File: src/rtl/core/cdb_pkg.sv
// Shared types and constants for the circular deque buffer.
package cdb_pkg;

  localparam int unsigned WordW = 32;
  localparam int unsigned CapW  = 5;

  localparam logic [CapW-1:0] CAP_RESET = 5'd16;

  // request codes
  localparam logic [2:0] REQ_PUSH_BACK  = 3'd0;
  localparam logic [2:0] REQ_PUSH_FRONT = 3'd1;
  localparam logic [2:0] REQ_POP_FRONT  = 3'd2;
  localparam logic [2:0] REQ_POP_BACK   = 3'd3;
  localparam logic [2:0] REQ_PEEK_FRONT = 3'd4;

  // status codes
  localparam logic [1:0] ST_OK        = 2'd0;
  localparam logic [1:0] ST_OVERFLOW  = 2'd1;
  localparam logic [1:0] ST_UNDERFLOW = 2'd2;

  // register index, taken from paddr[2]
  localparam logic REG_CAPACITY = 1'b0;

  typedef enum logic [2:0] {
    CMD_HOLD       = 3'd0,
    CMD_SHIFT_UP   = 3'd1,
    CMD_SHIFT_DOWN = 3'd2,
    CMD_LOAD_BACK  = 3'd3,
    CMD_DROP_BACK  = 3'd4,
    CMD_CLEAR      = 3'd5
  } cell_cmd_e;

  typedef struct packed {
    cell_cmd_e        cmd;
    logic [WordW-1:0] value;
  } cell_ctrl_t;

endpackage

File: src/rtl/core/cdb_cell.sv
// One storage cell of the deque chain: a word, its valid bit and neighbor handoff.
module cdb_cell (
  input  logic                           clk_i,
  input  logic                           rst_ni,
  input  cdb_pkg::cell_ctrl_t            ctrl_i,
  input  logic [cdb_pkg::WordW-1:0]      left_data_i,
  input  logic                           left_valid_i,
  input  logic [cdb_pkg::WordW-1:0]      right_data_i,
  input  logic                           right_valid_i,
  output logic [cdb_pkg::WordW-1:0]      data_o,
  output logic                           valid_o,
  output logic                           is_back_o
);
  import cdb_pkg::*;

  logic [WordW-1:0] data_q, data_d;
  logic             valid_q, valid_d;

  always_comb begin
    data_d  = data_q;
    valid_d = valid_q;
    unique case (ctrl_i.cmd)
      CMD_HOLD: begin
      end
      CMD_SHIFT_UP: begin
        data_d  = left_data_i;
        valid_d = left_valid_i;
      end
      CMD_SHIFT_DOWN: begin
        data_d  = right_data_i;
        valid_d = right_valid_i;
      end
      CMD_LOAD_BACK: begin
        // first empty cell after the occupied run takes the word
        if (!valid_q && left_valid_i) begin
          data_d  = ctrl_i.value;
          valid_d = 1'b1;
        end
      end
      CMD_DROP_BACK: begin
        if (valid_q && !right_valid_i) begin
          valid_d = 1'b0;
        end
      end
      CMD_CLEAR: begin
        valid_d = 1'b0;
      end
      default: begin
      end
    endcase
  end

  always_ff @(posedge clk_i or negedge rst_ni) begin
    if (!rst_ni) begin
      valid_q <= 1'b0;
    end else begin
      valid_q <= valid_d;
    end
  end

  always_ff @(posedge clk_i) begin
    data_q <= data_d;
  end

  assign data_o    = data_q;
  assign valid_o   = valid_q;
  assign is_back_o = valid_q && !right_valid_i;

endmodule

File: src/rtl/core/circular_deque_buffer_top.sv
// A result word is valid in the cycle after its request word is accepted.
// Throughput: one request per cycle while out_ready_i is high; a waiting result
//   holds off the next request until it is taken (single output register).
// The cycle rate is set by the cell row shift plus the back-cell select into the result register.
// Reset: all cells empty, capacity 16, output empty; stored words are not cleared.
module circular_deque_buffer_top #(
  parameter int unsigned DEPTH = 16
) (
  input  logic                              clk_i,
  input  logic                              rst_ni,
  // request channel
  input  logic                              in_valid_i,
  output logic                              in_ready_o,
  input  logic [2:0]                        req_type_i,
  input  logic signed [cdb_pkg::WordW-1:0]  push_value_i,
  // result channel
  output logic                              out_valid_o,
  input  logic                              out_ready_i,
  output logic signed [cdb_pkg::WordW-1:0]  value_out_o,
  output logic [1:0]                        status_o,
  // configuration port
  input  logic                              psel,
  input  logic                              penable,
  input  logic                              pwrite,
  input  logic [2:0]                        paddr,
  input  logic [31:0]                       pwdata,
  output logic [31:0]                       prdata,
  output logic                              pready
);
  import cdb_pkg::*;

  // Count of occupied cells needs to reach DEPTH itself.
  localparam int unsigned CntW = $clog2(DEPTH + 1);
  // Compare width wide enough for both the count and the capacity register.
  localparam int unsigned CmpW = (CntW > CapW) ? CntW : CapW;

  // ---------------------------------------------------------------------------
  // Configuration register
  // ---------------------------------------------------------------------------
  logic [CapW-1:0] cap_q;
  logic            cfg_wr;

  assign pready = 1'b1;
  assign cfg_wr = psel && penable && pwrite && pready && (paddr[2] == REG_CAPACITY);

  always_ff @(posedge clk_i or negedge rst_ni) begin
    if (!rst_ni) begin
      cap_q <= CAP_RESET;
    end else if (cfg_wr) begin
      cap_q <= pwdata[CapW-1:0];
    end
  end

  assign prdata = (paddr[2] == REG_CAPACITY) ? 32'(cap_q) : 32'd0;

  // Clamp capacity into 1..DEPTH.
  logic [CmpW-1:0] cap_ext, depth_ext, eff_cap;
  assign cap_ext   = CmpW'(cap_q);
  assign depth_ext = CmpW'(DEPTH);

  always_comb begin
    if (cap_ext == '0) begin
      eff_cap = CmpW'(1);
    end else if (cap_ext > depth_ext) begin
      eff_cap = depth_ext;
    end else begin
      eff_cap = cap_ext;
    end
  end

  // ---------------------------------------------------------------------------
  // Cell row: cell 0 is the front, the back is the last valid cell.
  // ---------------------------------------------------------------------------
  logic [WordW-1:0] cell_data  [DEPTH];
  logic             cell_valid [DEPTH];
  logic             cell_back  [DEPTH];
  cell_ctrl_t       ctrl;

  for (genvar i = 0; i < DEPTH; i++) begin : g_cell
    logic [WordW-1:0] left_data, right_data;
    logic             left_valid, right_valid;

    if (i == 0) begin : g_first
      // push at the front enters here
      assign left_data  = push_value_i;
      assign left_valid = 1'b1;
    end else begin : g_mid_l
      assign left_data  = cell_data[i-1];
      assign left_valid = cell_valid[i-1];
    end

    if (i == DEPTH - 1) begin : g_last
      assign right_data  = '0;
      assign right_valid = 1'b0;
    end else begin : g_mid_r
      assign right_data  = cell_data[i+1];
      assign right_valid = cell_valid[i+1];
    end

    cdb_cell u_cell (
      .clk_i         (clk_i),
      .rst_ni        (rst_ni),
      .ctrl_i        (ctrl),
      .left_data_i   (left_data),
      .left_valid_i  (left_valid),
      .right_data_i  (right_data),
      .right_valid_i (right_valid),
      .data_o        (cell_data[i]),
      .valid_o       (cell_valid[i]),
      .is_back_o     (cell_back[i])
    );
  end

  // Exactly one cell flags itself as the back when the deque is not empty;
  // AND-OR its word out.
  logic [WordW-1:0] back_word;
  always_comb begin
    back_word = '0;
    for (int unsigned i = 0; i < DEPTH; i++) begin
      back_word = back_word | (cell_data[i] & {WordW{cell_back[i]}});
    end
  end

  // ---------------------------------------------------------------------------
  // Request decode and occupancy count
  // ---------------------------------------------------------------------------
  logic [CntW-1:0]  cnt_q, cnt_d;
  logic             accept, empty, full;
  logic [WordW-1:0] res_word;
  logic [1:0]       res_status;

  assign accept = in_valid_i && in_ready_o;
  assign empty  = (cnt_q == '0);
  assign full   = (CmpW'(cnt_q) == eff_cap);

  always_comb begin
    ctrl.cmd   = CMD_HOLD;
    ctrl.value = push_value_i;
    cnt_d      = cnt_q;
    res_word   = '0;
    res_status = ST_OK;
    if (cfg_wr) begin
      // any capacity write empties the deque
      ctrl.cmd = CMD_CLEAR;
      cnt_d    = '0;
    end else if (accept) begin
      unique case (req_type_i)
        REQ_PUSH_BACK: begin
          if (full) begin
            res_status = ST_OVERFLOW;
          end else begin
            ctrl.cmd = CMD_LOAD_BACK;
            cnt_d    = cnt_q + CntW'(1);
          end
        end
        REQ_PUSH_FRONT: begin
          if (full) begin
            res_status = ST_OVERFLOW;
          end else begin
            ctrl.cmd = CMD_SHIFT_UP;
            cnt_d    = cnt_q + CntW'(1);
          end
        end
        REQ_POP_FRONT: begin
          if (empty) begin
            res_status = ST_UNDERFLOW;
          end else begin
            ctrl.cmd = CMD_SHIFT_DOWN;
            cnt_d    = cnt_q - CntW'(1);
            res_word = cell_data[0];
          end
        end
        REQ_POP_BACK: begin
          if (empty) begin
            res_status = ST_UNDERFLOW;
          end else begin
            ctrl.cmd = CMD_DROP_BACK;
            cnt_d    = cnt_q - CntW'(1);
            res_word = back_word;
          end
        end
        REQ_PEEK_FRONT: begin
          if (empty) begin
            res_status = ST_UNDERFLOW;
          end else begin
            res_word = cell_data[0];
          end
        end
        default: begin
          // undefined request: no state change, ok with zero word
        end
      endcase
    end
  end

  always_ff @(posedge clk_i or negedge rst_ni) begin
    if (!rst_ni) begin
      cnt_q <= '0;
    end else begin
      cnt_q <= cnt_d;
    end
  end

  // ---------------------------------------------------------------------------
  // Result register
  // ---------------------------------------------------------------------------
  logic             out_valid_q;
  logic [WordW-1:0] out_word_q;
  logic [1:0]       out_status_q;

  assign in_ready_o = !out_valid_q || out_ready_i;

  always_ff @(posedge clk_i or negedge rst_ni) begin
    if (!rst_ni) begin
      out_valid_q <= 1'b0;
    end else if (accept) begin
      out_valid_q <= 1'b1;
    end else if (out_ready_i) begin
      out_valid_q <= 1'b0;
    end
  end

  // hold the payload until the next accepted request
  always_ff @(posedge clk_i) begin
    if (accept) begin
      out_word_q   <= res_word;
      out_status_q <= res_status;
    end
  end

  assign out_valid_o = out_valid_q;
  assign value_out_o = out_word_q;
  assign status_o    = out_status_q;

endmodule

File: config.mk
export PLATFORM = sky130hd
export DESIGN_NAME = circular_deque_buffer_top
export DESIGN_NICKNAME = d
export VERILOG_FILES = /design/src/rtl/core/cdb_pkg.sv /design/src/rtl/core/cdb_cell.sv /design/src/rtl/core/circular_deque_buffer_top.sv
export SDC_FILE = /design/constraint.sdc
export NUM_CORES = 1
export LEC_CHECK = 0
export ABC_AREA = 1
export BUFFER_PORTS_ARGS = -buffer_cell sky130_fd_sc_hd__clkbuf_2
export CAP_MARGIN = 20
export CORE_MARGIN = 2
export CORE_UTILIZATION = 56
export DETAILED_ROUTE_END_ITERATION = 12
export PLACE_DENSITY_LB_ADDON = 0.1
export SLEW_MARGIN = 20
export SYNTH_ARGS = -nofsm -noshare
export SYNTH_HDL_FRONTEND = slang
export SYNTH_SLANG_ARGS = --single-unit
File: constraint.sdc
create_clock -name clk_i -period 3.6 [get_ports clk_i]
set_input_delay 0.72 -clock clk_i [delete_from_list [all_inputs] [get_ports clk_i]]
set_output_delay 0.72 -clock clk_i [all_outputs]
set_load 0.005 [all_outputs]
==> reports/metrics.csv <==
stage;metric;value;unit
run_status;status;finished, final reports clean;
worst_setup_path;element type at the critical path end;register;
logic_synthesis;count leader, synth;edfxtp_1;
final_layout;final instance area;32450;um^2
logic_synthesis;Post-synth ARST share;4.712;%
worst_setup_path;CP Max Fanout;17;
global_routing;initial antenna violation count;0;
worst_setup_path;register-to-register setup slack;0.22;ns
timing;Max Slew Vio Count;0;
logic_synthesis;Cell Area, Synth;29270;um^2
die;Core Box Area;51510;um^2
logic_synthesis;sequential element share of the synthesized area;58.33;%
worst_setup_path;worst reg-to-reg path cell count;11;
worst_setup_path;FF-to-FF End;g_cell[4].u_cell.data_o[16];
clock_tree;Setup Fix Bufs, Post-CTS;0;
logic_synthesis;syn_area_per_cell;10.75;um^2
logic_synthesis;flops & latches, synth;573;
placement;Post-Place Cells;3371;
die;die height;232.6;um
clock_tree;register clock-pin slew on the reported worst setup and hold paths;0.06;ns
final_layout;Final nets;2835;
logic_synthesis;biggest area consumer among synthesized cells;edfxtp_1;
placement;gp weighted congestion;0.8789;
power_and_ir_drop;Power Density;652.1;nW/um^2
die;num rows;83;
logic_synthesis;Commonest cells post-synth;edfxtp_1, inv_1, o221ai_1, nand2_1, o22ai_1;
clock_tree;CTS Hold Bufs;0;
clock_tree;CTS sink cnt;573;
timing;Slew HR;19.74;%
clock_tree;CTS buffer count;61;
power_and_ir_drop;Pleak;12.83;nW
die;die area;54110;um^2
routing;via density per instance;6.929;
routing;initial drt markers;3540;
final_layout;Final Non-Filler Cells;3480;
placement;Buffers on Ports;88;
logic_synthesis;EDFF count, synth;546;
hold_path;Hold Crit Class;in -> async;
timing;Setup TNS Final;0;ns
logic_synthesis;Yosys top cell area share;56.01;%
power_and_ir_drop;worst vdd ir;0.0004519;V
placement;Detailed Place HPWL;57.06;mm
clock_tree;H-tree depth;2;
global_routing;vias in the first global route;22590;
die;Die Wd;232.6;um
global_routing;Tot GR Track Use;35.57;%
global_routing;first-pass GRT wire length;143.0;mm
routing;router iterations before antenna repair;6;
routing;# DRC;0;
power_and_ir_drop;total power draw;21.16;mW
logic_synthesis;Syn. warnings;0;
worst_setup_path;Startpoint Class;register;
routing;final wirelength;96.97;mm
global_routing;largest net degree at the start of global routing;255;
worst_setup_path;Reg-to-Reg Start;cap_ext[4];
timing;fin crit period;3.379;ns
global_routing;GR Overflow Total;0;
flow_run;Max Cap Viol;0;
timing;clk_skew;0.01074;ns
routing;Wirelength per Cell;27.86;um
logic_synthesis;Primary FF master, synth;edfxtp_1;
logic_synthesis;ranking of synthesized cells by area;edfxtp_1, o221ai_1, inv_1;
die;# IOs;146;
routing;routed via count;24110;
worst_setup_path;crit path DAT;3.70;ns
timing;worst-margin pin slew;1.204;ns
final_layout;Area Growth Syn to Fin;10.88;%
logic_synthesis;synth unique cells;45;
timing;Fin. Hold Viols;0;
timing;unrepaired setup endpoints after global routing;false;
timing;fmax;295.9;MHz
final_layout;share of layout cells above drive strength 1;11.58;%
timing;period utilisation layout;93.87;%
clock_tree;Root Driver;clkbuf_16;
clock_tree;clock tree buffer depth;3;
die;Starting Density;56.83;%
clock_tree;clk_lat worst skew;0.63;ns
clock_tree;post-cts repair resize count;0;
worst_setup_path;WP data required;3.93;ns
timing;final setup fails;0;
worst_setup_path;kind of critical path;reg -> reg;
clock_tree;TritonCTS clock tree;built;
routing;final antenna-violating net count;0;
logic_synthesis;Syn Inst Count;2724;
placement;DP Area;30490;um^2
==> sequential cells by signal, summed over array words and instances (netlist names) <==
register	count
g_cell.u_cell.data_o	512
value_out_o	32
g_cell.u_cell.valid_o	16
cap_ext	5
cnt_q	5
status_o	2
out_valid_o	1
==> routing by layer <==
| layer | part of all wire, % | global-route usage [%] | up-vias |
|---|---|---|---|
| met1 | 38 | 49.17 | 11670 |
| met2 | 45 | 54.79 | 1813 |
| met4 | 4.7 | 15.11 | 0 |
| met5 | 0 | 0 | - |
| met3 | 13 | 7.353 | 325 |
| li1 | - | - | 10310 |
==> critical path, cell delays in order, from the launching register on <==
cell and delay, ns:
dfstp_2 0.57, inv_2 0.08, nand3_1 0.09, nand2_1 0.07, inv_1 0.05, nand2_1 0.04, nor2_1 0.08, nand3_1 0.15
o2111ai_1 0.24, clkinv_2 0.39, a21oi_4 0.97, buf_4 0.35
==> cell families after synthesis <==
kind of cell / after synthesis / share of synthesized area [%]
compound gates: 870 / 22.05
xor+xnor: 3 / 0.08978
fa+ha+maj: 4 / 0.1966
buf+inv: 784 / 12.02
flops: 573 / 58.33
other cells: 2 / 0.02566
simple gates: 488 / 7.293
==> cell type report <==
| cell class | count | area, um^2 |
|---|---|---|
| Multi-Input combinational cell | 1393 | 9004 |
| Clock buffer | 74 | 1618 |
| Tap cell | 680 | 850.8 |
| Timing Repair Buffer | 186 | 1526 |
| Inverter | 539 | 2032 |
| Antenna cell | 1 | 2.502 |
| Clock inverter | 34 | 349.1 |
| Fill cell | 4160 | 19050 |
| Sequential cell | 573 | 17070 |
==> power by group <==
part	total, mW	switching [mW]	internal (mW)	leakage, nW
combinational	6.56	4.72	1.84	6.50
sequential	8.27	0.277	8.00	5.37
clock	6.33	2.61	3.72	0.958
==> how the worst max path moves through the flow <==
stage,from,to,cells after the start
after floorplan,out_ready_i,g_cell[10].u_cell.data_o[0],10
after global placement,req_type_i[1],g_cell[4].u_cell.data_o[20],9
after detailed placement,req_type_i[1],g_cell[4].u_cell.data_o[20],9
after CTS,cap_ext[4],g_cell[4].u_cell.data_o[16],11
after global routing,cap_ext[4],g_cell[4].u_cell.data_o[16],11
final,cap_ext[4],g_cell[4].u_cell.data_o[16],11
==> per-stage QoR <==
step	util, %	worst slack (ns)	hold WS [ns]
after floorplan	-	-0.2955	0.4244
after global placement	59.18	0.04125	0.5117
after detailed placement	59.18	0.01945	0.5206
after CTS	63.00	0.2606	0.1566
after global routing	63.00	0.09192	0.2009
final	63.01	0.2207	0.1626
==> placed cells by master, fill, tap and decap left out, types with 43 or more instances in the layout <==
cell type / synthesis / layout
inv_1: 528 / 527
clkbuf_2: 0 / 88
o22ai_1: 194 / 194
o221ai_1: 410 / 410
nand2_1: 243 / 230
buf_4: 29 / 70
edfxtp_1: 546 / 546
nand4_1: 43 / 43
o21ai_0: 133 / 133
clkbuf_16: 0 / 63
nor2_1: 121 / 121
(Power assumes the default switching activity.)
